$ cat src/hw/rtl/swt_pkg.sv
// Shared types and constants for the square-wave tone generator.
// Used by swt_div, swt_datapath, swt_ctrl and the top level.
package swt_pkg;

  // Opcodes carried in the input tuser field
  localparam logic [1:0] OP_TICK  = 2'd0;
  localparam logic [1:0] OP_START = 2'd1;
  localparam logic [1:0] OP_STOP  = 2'd2;

  // Carrier rate and toggle budget limits
  localparam int          CARRIER_W     = 22;
  localparam logic [31:0] CARRIER_HZ    = 32'd4000000;
  localparam logic [31:0] COUNT_CAP     = 32'hffff_fffe;
  localparam logic [31:0] COUNT_FOREVER = 32'hffff_ffff;
  localparam logic [31:0] MS_PER_S      = 32'd1000;

  // Datapath widths: effective frequency is at most 2 MHz
  localparam int FE_W       = 21;
  localparam int DUR_W      = 32;
  localparam int DQ_W       = 23;   // duration / 1000
  localparam int DR_W       = 10;   // duration % 1000
  localparam int FRAC_W     = 32;   // 2 * fe * (duration % 1000)
  localparam int WHOLE_W    = 45;   // 2 * fe * (duration / 1000)
  localparam int DIVIDEND_W = CARRIER_W;
  localparam int DIVISOR_W  = 32;
  localparam int DIV_CNT_W  = $clog2(DIVIDEND_W);

  // Divide by 1000: multiply by ceil(2^38 / 1000), keep bits 38 and up.
  // Exact for every 32-bit operand.
  localparam int              MS_RECIP_W  = 29;
  localparam logic [28:0]     MS_RECIP    = 29'h10624dd3;
  localparam int              MS_SHIFT    = 38;
  localparam int              SCALED_W    = DUR_W + MS_RECIP_W;
  localparam logic [DR_W-1:0] MS_PER_S_LO = DR_W'(MS_PER_S);

  // Operand selection for the shared divider
  typedef enum logic {
    DIV_FREQ,   // carrier / frequency
    DIV_FE      // carrier / (2 * half period)
  } div_sel_t;

  // Controller states
  typedef enum logic [2:0] {
    ST_IDLE,
    ST_DIV_F,
    ST_GO_E,
    ST_DIV_E,
    ST_MUL,
    ST_FRAC,
    ST_SUM,
    ST_LOAD
  } ctl_state_t;

  // Commands from controller to datapath
  typedef struct packed {
    logic     tick;
    logic     stop;
    logic     capture;
    logic     div_start;
    div_sel_t div_sel;
    logic     set_half;
    logic     set_fe;
    logic     split_q;    // duration / 1000
    logic     split_r;    // duration % 1000
    logic     mul;
    logic     frac_q;
    logic     set_cnt;
    logic     load;
  } ctl_cmd_t;

  // Status from datapath to controller
  typedef struct packed {
    logic freq_zero;
    logic div_done;
  } dp_sts_t;

endpackage

$ cat src/hw/rtl/swt_div.sv
// Bit-serial restoring divider, one quotient bit per cycle.
// Depends on swt_pkg for operand widths.
module swt_div (
  input  logic                             clk,
  input  logic                             rst_n,
  input  logic                             start,
  input  logic [swt_pkg::DIVIDEND_W-1:0]   dividend,
  input  logic [swt_pkg::DIVISOR_W-1:0]    divisor,
  output logic [swt_pkg::DIVIDEND_W-1:0]   quotient,
  output logic                             done
);
  import swt_pkg::*;

  logic [DIVISOR_W-1:0]  rem_r, rem_nxt;
  logic [DIVIDEND_W-1:0] quo_r, quo_nxt;
  logic [DIVISOR_W-1:0]  dsr_r, dsr_nxt;
  logic [DIV_CNT_W-1:0]  cnt_r, cnt_nxt;
  logic                  busy_r, busy_nxt;
  logic                  done_r, done_nxt;
  logic [DIVISOR_W:0]    rem_sh;
  logic [DIVISOR_W:0]    diff;

  // One shift-subtract step
  assign rem_sh = {rem_r, quo_r[DIVIDEND_W-1]};
  assign diff   = rem_sh - {1'b0, dsr_r};

  always_comb begin
    rem_nxt  = rem_r;
    quo_nxt  = quo_r;
    dsr_nxt  = dsr_r;
    cnt_nxt  = cnt_r;
    busy_nxt = busy_r;
    done_nxt = 1'b0;
    if (start) begin
      rem_nxt  = '0;
      quo_nxt  = dividend;
      dsr_nxt  = divisor;
      cnt_nxt  = DIV_CNT_W'(DIVIDEND_W - 1);
      busy_nxt = 1'b1;
    end else if (busy_r) begin
      if (!diff[DIVISOR_W]) begin
        rem_nxt = diff[DIVISOR_W-1:0];
        quo_nxt = {quo_r[DIVIDEND_W-2:0], 1'b1};
      end else begin
        rem_nxt = rem_sh[DIVISOR_W-1:0];
        quo_nxt = {quo_r[DIVIDEND_W-2:0], 1'b0};
      end
      if (cnt_r == '0) begin
        busy_nxt = 1'b0;
        done_nxt = 1'b1;
      end else begin
        cnt_nxt = cnt_r - 1'b1;
      end
    end
  end

  // Control state
  always_ff @(posedge clk) begin
    if (!rst_n) begin
      busy_r <= 1'b0;
      done_r <= 1'b0;
      cnt_r  <= '0;
    end else begin
      busy_r <= busy_nxt;
      done_r <= done_nxt;
      cnt_r  <= cnt_nxt;
    end
  end

  // Operands and partial results
  always_ff @(posedge clk) begin
    rem_r <= rem_nxt;
    quo_r <= quo_nxt;
    dsr_r <= dsr_nxt;
  end

  assign quotient = quo_r;
  assign done     = done_r;

endmodule

$ cat src/hw/rtl/swt_datapath.sv
// Tone state, period counter and start-time arithmetic.
// Depends on swt_pkg and instantiates swt_div.
module swt_datapath #(
  parameter int PERIOD_LIMIT = 65536
) (
  input  logic                     clk,
  input  logic                     rst_n,
  input  swt_pkg::ctl_cmd_t        cmd,
  output swt_pkg::dp_sts_t         sts,
  input  logic [31:0]              frequency,
  input  logic [31:0]              duration_ms,
  output logic                     level,
  output logic                     running
);
  import swt_pkg::*;

  localparam int PW = $clog2(PERIOD_LIMIT);
  localparam int HW = $clog2(PERIOD_LIMIT + 1);

  // Architectural tone state
  logic              running_r, running_nxt;
  logic              level_r, level_nxt;
  logic [PW-1:0]     phase_r, phase_nxt;
  logic [HW-1:0]     half_r, half_nxt;
  logic [31:0]       toggles_r, toggles_nxt;

  // Start-time work registers
  logic [DUR_W-1:0]   dur_r;
  logic [HW-1:0]      half_calc_r;
  logic [FE_W-1:0]    fe_r;
  logic [DQ_W-1:0]    dur_q_r;
  logic [DR_W-1:0]    dur_rem_r;
  logic [WHOLE_W-1:0] whole_r;
  logic [FRAC_W-1:0]  frac_r;
  logic [DQ_W-1:0]    frac_q_r;
  logic [31:0]        cnt_r;

  logic [DIVIDEND_W-1:0] div_dividend;
  logic [DIVISOR_W-1:0]  div_divisor;
  logic [DIVIDEND_W-1:0] div_quo;
  logic                  div_done;
  logic [CARRIER_W-2:0]  half_raw;
  logic [HW-1:0]         half_clamped;
  logic [HW-1:0]         phase_inc;
  logic [FE_W:0]         fe2;
  logic [SCALED_W-1:0]   dur_scaled;
  logic [SCALED_W-1:0]   frac_scaled;
  logic [WHOLE_W-1:0]    budget;

  // Divider operand select; the dividend is always the carrier rate
  assign div_dividend = DIVIDEND_W'(CARRIER_HZ);
  always_comb begin
    unique case (cmd.div_sel)
      DIV_FREQ: div_divisor = frequency;
      DIV_FE:   div_divisor = DIVISOR_W'({half_calc_r, 1'b0});
    endcase
  end

  swt_div u_div (
    .clk      (clk),
    .rst_n    (rst_n),
    .start    (cmd.div_start),
    .dividend (div_dividend),
    .divisor  (div_divisor),
    .quotient (div_quo),
    .done     (div_done)
  );

  // Half period = quotient / 2, clamped to [1, PERIOD_LIMIT]
  assign half_raw = div_quo[CARRIER_W-1:1];
  always_comb begin
    if (half_raw == '0) begin
      half_clamped = HW'(1);
    end else if (half_raw > (CARRIER_W-1)'(PERIOD_LIMIT)) begin
      half_clamped = HW'(PERIOD_LIMIT);
    end else begin
      half_clamped = half_raw[HW-1:0];
    end
  end

  // Budget = 2*fe*(dur/1000) + (2*fe*(dur%1000))/1000, both divides by reciprocal
  assign fe2         = {fe_r, 1'b0};
  assign dur_scaled  = SCALED_W'(dur_r) * SCALED_W'(MS_RECIP);
  assign frac_scaled = SCALED_W'(frac_r) * SCALED_W'(MS_RECIP);
  assign budget      = whole_r + WHOLE_W'(frac_q_r);

  // Start-time work registers
  always_ff @(posedge clk) begin
    if (cmd.capture)  dur_r <= duration_ms;
    if (cmd.set_half) half_calc_r <= half_clamped;
    if (cmd.set_fe)   fe_r <= div_quo[FE_W-1:0];
    if (cmd.split_q)  dur_q_r <= dur_scaled[SCALED_W-1:MS_SHIFT];
    // remainder is below 1000, so the low bits alone give it
    if (cmd.split_r)  dur_rem_r <= dur_r[DR_W-1:0] - DR_W'(dur_q_r[DR_W-1:0] * MS_PER_S_LO);
    if (cmd.mul) begin
      whole_r <= WHOLE_W'(fe2) * WHOLE_W'(dur_q_r);
      frac_r  <= FRAC_W'(fe2) * FRAC_W'(dur_rem_r);
    end
    if (cmd.frac_q)   frac_q_r <= frac_scaled[SCALED_W-1:MS_SHIFT];
    if (cmd.set_cnt) begin
      if (budget > WHOLE_W'(COUNT_CAP)) cnt_r <= COUNT_CAP;
      else                              cnt_r <= budget[31:0];
    end
  end

  assign phase_inc = HW'(phase_r) + 1'b1;

  // Tone state update: tick, stop, or start load
  always_comb begin
    running_nxt = running_r;
    level_nxt   = level_r;
    phase_nxt   = phase_r;
    half_nxt    = half_r;
    toggles_nxt = toggles_r;
    priority if (cmd.load) begin
      running_nxt = 1'b1;
      phase_nxt   = '0;
      half_nxt    = half_calc_r;
      toggles_nxt = (dur_r == '0) ? COUNT_FOREVER : cnt_r;
    end else if (cmd.stop) begin
      running_nxt = 1'b0;
      level_nxt   = 1'b0;
      phase_nxt   = '0;
    end else if (cmd.tick && running_r) begin
      if (phase_inc < half_r) begin
        phase_nxt = phase_inc[PW-1:0];
      end else begin
        // period event
        phase_nxt = '0;
        if (toggles_r != '0) begin
          level_nxt = ~level_r;
          if (toggles_r != COUNT_FOREVER) toggles_nxt = toggles_r - 1'b1;
        end else begin
          running_nxt = 1'b0;
          level_nxt   = 1'b0;
        end
      end
    end else begin
      running_nxt = running_r;
    end
  end

  always_ff @(posedge clk) begin
    if (!rst_n) begin
      running_r <= 1'b0;
      level_r   <= 1'b0;
      phase_r   <= '0;
      half_r    <= HW'(1);
      toggles_r <= '0;
    end else begin
      running_r <= running_nxt;
      level_r   <= level_nxt;
      phase_r   <= phase_nxt;
      half_r    <= half_nxt;
      toggles_r <= toggles_nxt;
    end
  end

  assign sts.freq_zero = (frequency == '0);
  assign sts.div_done  = div_done;
  assign level         = level_r;
  assign running       = running_r;

endmodule

$ cat src/hw/rtl/swt_ctrl.sv
// Controller: stream handshakes and the start-command sequence.
// Depends on swt_pkg; drives the command struct of swt_datapath.
module swt_ctrl (
  input  logic               clk,
  input  logic               rst_n,
  input  logic               in_tvalid,
  output logic               in_tready,
  input  logic [1:0]         opcode,
  output logic               out_tvalid,
  input  logic               out_tready,
  output swt_pkg::ctl_cmd_t  cmd,
  input  swt_pkg::dp_sts_t   sts
);
  import swt_pkg::*;

  ctl_state_t state_r, state_nxt;
  logic       out_valid_r, out_valid_nxt;
  logic       accept;
  logic       start_go;
  logic       slot_free;
  logic       produce;

  assign slot_free = !out_valid_r || out_tready;
  assign accept    = in_tvalid && in_tready;
  assign start_go  = (opcode == OP_START) && !sts.freq_zero;

  // Next state
  always_comb begin
    state_nxt = state_r;
    unique case (state_r)
      ST_IDLE:  if (accept && start_go) state_nxt = ST_DIV_F;
      ST_DIV_F: if (sts.div_done) state_nxt = ST_GO_E;
      ST_GO_E:  state_nxt = ST_DIV_E;
      ST_DIV_E: if (sts.div_done) state_nxt = ST_MUL;
      ST_MUL:   state_nxt = ST_FRAC;
      ST_FRAC:  state_nxt = ST_SUM;
      ST_SUM:   state_nxt = ST_LOAD;
      ST_LOAD:  if (slot_free) state_nxt = ST_IDLE;
      default:  state_nxt = ST_IDLE;
    endcase
  end

  // Outputs and datapath commands
  always_comb begin
    cmd       = '0;
    in_tready = 1'b0;
    produce   = 1'b0;
    unique case (state_r)
      ST_IDLE: begin
        in_tready = slot_free;
        if (accept) begin
          if (start_go) begin
            cmd.capture   = 1'b1;
            cmd.div_start = 1'b1;
            cmd.div_sel   = DIV_FREQ;
          end else begin
            cmd.tick = (opcode == OP_TICK);
            cmd.stop = (opcode == OP_STOP);
            produce  = 1'b1;
          end
        end
      end
      ST_DIV_F: cmd.set_half = sts.div_done;
      ST_GO_E: begin
        cmd.div_start = 1'b1;
        cmd.div_sel   = DIV_FE;
        cmd.split_q   = 1'b1;
      end
      ST_DIV_E: begin
        cmd.div_sel = DIV_FE;
        cmd.set_fe  = sts.div_done;
        cmd.split_r = sts.div_done;
      end
      ST_MUL:   cmd.mul = 1'b1;
      ST_FRAC:  cmd.frac_q = 1'b1;
      ST_SUM:   cmd.set_cnt = 1'b1;
      ST_LOAD: begin
        cmd.load = slot_free;
        produce  = slot_free;
      end
      default: cmd = '0;
    endcase
  end

  assign out_valid_nxt = produce ? 1'b1 : (out_valid_r && !out_tready);

  always_ff @(posedge clk) begin
    if (!rst_n) begin
      state_r     <= ST_IDLE;
      out_valid_r <= 1'b0;
    end else begin
      state_r     <= state_nxt;
      out_valid_r <= out_valid_nxt;
    end
  end

  assign out_tvalid = out_valid_r;

  // Every non-computing transaction yields a result on the next cycle
  a_direct_result: assert property (@(posedge clk) disable iff (!rst_n)
    (accept && !start_go) |=> out_tvalid)
    else $error("missing result after tick/stop transaction");

  // A start result follows the load of the new tone state
  a_load_result: assert property (@(posedge clk) disable iff (!rst_n)
    (state_r == ST_LOAD && slot_free) |=> (out_tvalid && state_r == ST_IDLE))
    else $error("start load did not present a result");

  // A divider launch is always followed by a wait state
  a_div_wait: assert property (@(posedge clk) disable iff (!rst_n)
    cmd.div_start |=> (state_r == ST_DIV_F || state_r == ST_DIV_E))
    else $error("divider launched outside the start sequence");

  // Divider completes only while the controller waits for it
  a_done_expected: assert property (@(posedge clk) disable iff (!rst_n)
    sts.div_done |-> (state_r == ST_DIV_F || state_r == ST_DIV_E))
    else $error("unexpected divider completion");

endmodule

$ cat src/hw/rtl/square_wave_tone_generator.sv
// Square-wave tone generator with a 4 MHz carrier tick input. A carrier
// tick, a stop, an unused opcode or a start with zero frequency is answered
// in the cycle after it is accepted, so ticks stream at one per cycle while
// results are taken. A start with nonzero frequency presents its result, and
// can be followed by the next transaction, only after its whole sequence:
// the half period and the effective frequency each take one pass through the
// shared bit-serial divider (22 steps plus launch and completion), then the
// states ST_MUL, ST_FRAC and ST_SUM form the toggle budget by multiplying
// with a scaled reciprocal of 1000, and ST_LOAD loads the new tone state once
// the output slot is free. Each input transaction yields exactly one output
// transaction carrying the tone level and the playing flag after that item; a
// result that is not yet taken holds off the next input transaction, and a
// result and the next input can be exchanged in the same cycle.
module square_wave_tone_generator #(
  parameter int PERIOD_LIMIT = 65536
) (
  input  logic        clk,
  input  logic        rst_n,
  input  logic        in_tvalid,
  output logic        in_tready,
  input  logic [63:0] in_tdata,   // [31:0] frequency, [63:32] duration_ms
  input  logic [1:0]  in_tuser,   // [1:0] opcode
  output logic        out_tvalid,
  input  logic        out_tready,
  output logic [7:0]  out_tdata   // [0] tone_out, [1] active, [7:2] zero
);
  import swt_pkg::*;

  ctl_cmd_t cmd;
  dp_sts_t  sts;
  logic     level;
  logic     running;

  swt_ctrl u_ctrl (
    .clk        (clk),
    .rst_n      (rst_n),
    .in_tvalid  (in_tvalid),
    .in_tready  (in_tready),
    .opcode     (in_tuser),
    .out_tvalid (out_tvalid),
    .out_tready (out_tready),
    .cmd        (cmd),
    .sts        (sts)
  );

  swt_datapath #(
    .PERIOD_LIMIT (PERIOD_LIMIT)
  ) u_datapath (
    .clk         (clk),
    .rst_n       (rst_n),
    .cmd         (cmd),
    .sts         (sts),
    .frequency   (in_tdata[31:0]),
    .duration_ms (in_tdata[63:32]),
    .level       (level),
    .running     (running)
  );

  assign out_tdata = {6'b0, running, level};

endmodule

$ cat config.mk
export PLATFORM = sky130hd
export DESIGN_NAME = square_wave_tone_generator
export DESIGN_NICKNAME = d
export VERILOG_FILES = /design/src/hw/rtl/swt_pkg.sv /design/src/hw/rtl/swt_div.sv /design/src/hw/rtl/swt_datapath.sv /design/src/hw/rtl/swt_ctrl.sv /design/src/hw/rtl/square_wave_tone_generator.sv
export SDC_FILE = /design/constraint.sdc
export NUM_CORES = 2
export LEC_CHECK = 0
export BUFFER_PORTS_ARGS = -buffer_cell sky130_fd_sc_hd__buf_2
export CELL_PAD_IN_SITES_DETAIL_PLACEMENT = 0
export CELL_PAD_IN_SITES_GLOBAL_PLACEMENT = 1
export CORE_MARGIN = 5
export CORE_UTILIZATION = 50
export CTS_BUF_LIST = sky130_fd_sc_hd__clkbuf_8
export CTS_CLUSTER_DIAMETER = 120
export DETAILED_ROUTE_END_ITERATION = 8
export PLACE_DENSITY = 0.78
export SLEW_MARGIN = 20
export SYNTH_ARGS = -nofsm -noshare
export SYNTH_HDL_FRONTEND = slang
export SYNTH_HIERARCHICAL = 1
export SYNTH_SLANG_ARGS = --single-unit
$ cat constraint.sdc
create_clock -name clk -period 14.06 [get_ports clk]
set_input_delay 0 -clock clk [delete_from_list [all_inputs] [get_ports clk]]
set_output_delay 0 -clock clk [all_outputs]
set_load 0.02 [all_outputs]
# Yosys cells after proc, flatten, opt, wreduce, memory -nomap -nowiden
# Index checks and enable logic that the tools add are counted.
# W data, S select, Z words.
# classes
addsub,6
n_mul,5
n_div,0
order_cmp,3
eq_ne,20
shift,0
muxes,51
bitwise,6
n_reduce_logical,33
# ops
operator,n
$mux W32,8
$logic_not A32 Y1,2
$pmux W32 S2,1
$mul A32 B29 Y61 const B,1
$mul A31 B29 Y60 const B,1
$add A45 B23 Y45,1
$gt A45 B32 Y1 const B,1
$mul A21 B23 Y44,1
$sub A33 B32 Y33,1
$ne A32 B32 Y1 const B,1
$reduce_bool A32 Y1,1
$sub A32 B1 Y32 const B,1
$mul A21 B10 Y31,1
$mux W1,25
$pmux W3 S8,1
$gt A21 B17 Y1 const B,1
$logic_not A21 Y1,1
$mux W5,4
$mux W3,6
$add A16 B1 Y17 const B,1
$lt A17 B17 Y1,1
$mux W17,1
$mux W16,1
$eq A3 B3 Y1 const B,4
other kinds (27),57
# totals
ff_bits,397
latch_bits,0
ramBits,0
romBits,0
inputBits,70
out_inout_bits,10
wordCells,148
mem_count,0

# Logic depth before layout (Yosys ltp)
# depth
ltp_word,10
depth_mapped,28
ltp_nobuf,27

# Modules after synthesis
# Netlist, hierarchy kept.
# modules_own_cells
mod,instances,cells_each,area_each_um2
swt_datapath,1,6436,63913.8
swt_div,1,575,5584.1
swt_ctrl,1,41,335.3
square_wave_tone_generator,1,9,63.8

# Worst setup path before layout
# Ideal clock, no wire load.
# synth_path
path_type,register -> register
startpoint,register u_datapath.dur_r[22]
endpoint,register u_datapath.dur_q_r[20] (data pin)
setup_time_ns,0.258
arrival_time_ns,6.861
slack_ns,6.941
stages_incl_launch_ff,24
synth_period_minus_slack_ns,7.119
cell_sequence,edfxtp_1 inv_1 ha_1 fa_1 fa_1 inv_1 fa_1 inv_1 fa_1 fa_1 fa_1 inv_1 fa_1 inv_1 ha_1 nand4_1 or3_1 or3_1 o41ai_4 a31oi_1 o21ai_2 and3_1 a41o_1 xor2_1
# synth_via
elab_chain_len,1
# synth_lines
item,line,source
start: declaration,swt_datapath.sv:28,logic [DUR_W-1:0] dur_r;
start signal: assignment,swt_datapath.sv:89,if (cmd.capture) dur_r <= duration_ms;
$mul A32 B29 Y61,swt_datapath.sv:83,assign dur_scaled = SCALED_W'(dur_r) * SCALED_W'(MS_RECIP);
named net u_datapath.dur_scaled[58],swt_datapath.sv:46,logic [SCALED_W-1:0] dur_scaled;
end signal: assignment,swt_datapath.sv:92,if (cmd.split_q) dur_q_r <= dur_scaled[SCALED_W-1:MS_SHIFT];
end: declaration,swt_datapath.sv:31,logic [DQ_W-1:0] dur_q_r;
# The timed path passes the listed nets, and every way through them passes these cells.
# A chain may end at the register's enable or synchronous reset.

# Worst setup path after layout
# layout_path
startpoint,register u_datapath.dur_r[8]
endpoint,register u_datapath.dur_q_r[22] (data pin)
# Same word-level chain as after synthesis.

==> metrics.csv <==
metric,value,unit
status,"finished, final reports clean",
maxSlewViolCount,0,
postCtsHoldBufs,106,
antenna_found_initial,5,
wire_per_inst,19.45,um
grt_max_degree,76,
synth-xor-area-share,0.02782,
synth_top_family_by_area,adder cells,
p_leak,0.03776,uW
pin_count,80,
dr.pass1.iters,5,
placement.io_buffers,73,
dieHeight,383.9,um
clock_skew,0.03023,ns
synth-edff-count,287,
stdcell_area,74930,um^2
yosysMostFrequentCell,inv_1,
muxShareOfSynthArea,0.009434,
drc_errors,0,
cts_setup_buffers,0,
synthFlopType,edfxtp_1,
cts_sinks,397,
final_antenna_net_count,0,
cap_violations,0,
final_period_minus_worst_setup_slack,8.092,ns
synth_async_sr_flop_share,0,
route.met3.wl,9472,um
synth_common_cells,"1709 x inv_1, 1137 x fa_1, 1098 x ha_1",
finalSetupViolCount,0,
worst_ep_required_time,14.52,ns
ys_types,97,
slowest_delay,0.92,ns
num_vias,48600,
worstMarginPinSlew,1.127,ns
hold_viol,0,
clockRootBuffer,clkbuf_8,
dr.max_layer_used,met5,
p_per_area,91.52,nW/um^2
dieArea,147400,um^2
syn-cell-area,69900,um^2
fmax,123.6,MHz
rsz0062_at_grt,false,
drive_gt1_frac,0.04950,
path_max_fanout,13,
setup_tns,0,ns
track_usage,0.2483,
syn_area_per_cell,9.899,um^2
cp-start-kind,register,
ys.warnings.count,6,
wl,177600,um
m1WireLength,79330,um
row_count,137,
cts-resized-gates,0,
syn_to_final_growth,7.205,%
cpMostUsedCell,fa_1,
cts_buffer_depth,3,
grt_pass1_wl,288400,um
r2r_slack,5.97,ns
wl_met2,83680,um
dpl_cell_area,72440,um^2
crit_type,reg -> reg,
synthAdderAreaFrac,0.5222,
finalCoreUtilization,0.5384,
synth_top_area_frac,0.3256,
via_per_inst,5.321,
yosysSeqAreaShare,0.1548,
synthesis.instances,7061,
cts_tree,yes,
coreArea,139200,um^2
crit_buf_inv,5,
cts_buffers,73,
synthSimpleGateAreaFrac,0.1092,
yosys-top-cells-area,"fa_1 33%, ha_1 20%, edfxtp_1 12%",
hold_class,in -> reg,
gp_congestion,0.9147,
cts.clk_slew.worst_paths,0.06,ns
gr-total-overflow,0,
synth_compound_area_frac,0.07203,
die_x,383.9,um
place_hpwl,138900,um
dr.first_iter.drc_count,2852,
crit_arrival,8.55,ns
critPathCaptureType,register,
cp_slowest_cell,edfxtp_1,
maxSlewHeadroom,0.2487,
cp_top_family,adder cells,
fin_crit_sh,0.5756,
ir_drop,0.1554,mV
clkLatencyLatePin,0.75,ns
yosys.area.top_type,fa_1,
synth_seq_cells,397,
final_nets,9502,
start_util,0.5022,
grt_pass1_vias,52490,
cts.htree.levels,3,
-- final cells by class --
cell class | count | area (um^2)
fill | 12610 | 64260
multi-input combinational | 4764 | 51970
sequential | 397 | 10820
inverter | 1710 | 6419
tap | 1876 | 2347
timing repair buffer | 251 | 1974
clock buffer | 73 | 1005
clock inverter | 58 | 389.1
antenna | 4 | 10.01
-- cells by family after synthesis --
family                     Yosys count
xor gates and xnor gates           222
buffers and inverters             1925
and+or+nand+nor                   1474
adders and majority gates         2235
DFF                                397
muxes                               61
other                                3
AOI/OAI and AO/OA                  744
-- state kept, by name, summed over array words and instances, names as in the netlist --
name	count
u_datapath/whole_r	44
u_datapath/level	1
u_datapath/half_r	17
u_datapath/frac_r	31
u_ctrl/state_r	3
u_datapath/half_calc_r	17
u_ctrl/out_tvalid	1
u_datapath/dur_rem_r	10
u_datapath/cnt_r	32
u_datapath/running	1
u_datapath/toggles_r	32
u_datapath/u_div/busy_r	1
u_datapath/fe_r	21
u_datapath/phase_r	16
u_datapath/dur_q_r	23
u_datapath/dur_r	32
u_datapath/frac_q_r	23
u_datapath/u_div/done	1
u_datapath/u_div/cnt_r	5
u_datapath/u_div/dsr_r	32
u_datapath/u_div/quotient	22
u_datapath/u_div/rem_r	32
-- through the flow --
step	hold WS (ns)	setup WS [ns]	cells	power, uW
global placement	0.1764	6.084	8890	5676
CTS	0.01952	5.933	9127	6896
detailed placement	0.1781	6.000	8890	5709
floorplan	0.09887	6.941	7086	4597
global route	0.07013	5.607	9131	7537
finish	0.1215	5.968	9133	6858
-- worst min-delay path: stages --
cell,delay [ns]
dlygate4sd3_1,0.52
buf_2,0.10
mux2_2,0.14
-- cell usage in the layout (no fill, tap or decap), types with 31 or more instances in the layout --
master	Yosys	routed
inv_1	1709	1726
fa_1	1137	1137
ha_1	1098	1098
nand2_1	485	485
and2_1	412	412
edfxtp_1	287	287
a21oi_1	189	189
nor2_1	151	148
o21ai_0	147	147
xnor2_1	129	129
dfxtp_1	110	109
dlygate4sd3_1	0	106
a21o_1	106	106
xor2_1	93	93
nand3_1	80	80
clkbuf_8	0	73
buf_2	15	73
buf_4	10	70
nor2b_1	62	61
nand4_1	49	49
and3_1	42	42
mux2_2	38	38
nor3_1	35	34
nor4_1	34	32
nand2b_1	31	31
-- report_power, final --
group          total (uW)  switching (uW)  internal (uW)
logic                4320            2500           1820
registers            1440            56.4           1380
clock network        1100             552            552
total                6860            3100           3750
-- final timing paths --
check                                from                        end  cells after the start
min                           in_tdata[3]  u_datapath/u_div/dsr_r[3]                      3
min reg2reg  u_datapath/u_div/quotient[0]         u_datapath/fe_r[0]                      0
max                   u_datapath/dur_r[8]     u_datapath/dur_q_r[22]                     25
max reg2reg           u_datapath/dur_r[8]     u_datapath/dur_q_r[22]                     25
-- per-layer routing --
metal / global-route usage / vias up
li1: - / 22600
met5: 0 / -
met1: 0.3445 / 24530
met2: 0.4122 / 1187
met3: 0.03249 / 276
met4: 0.06733 / 2
Power figures use the tool's default switching activity.
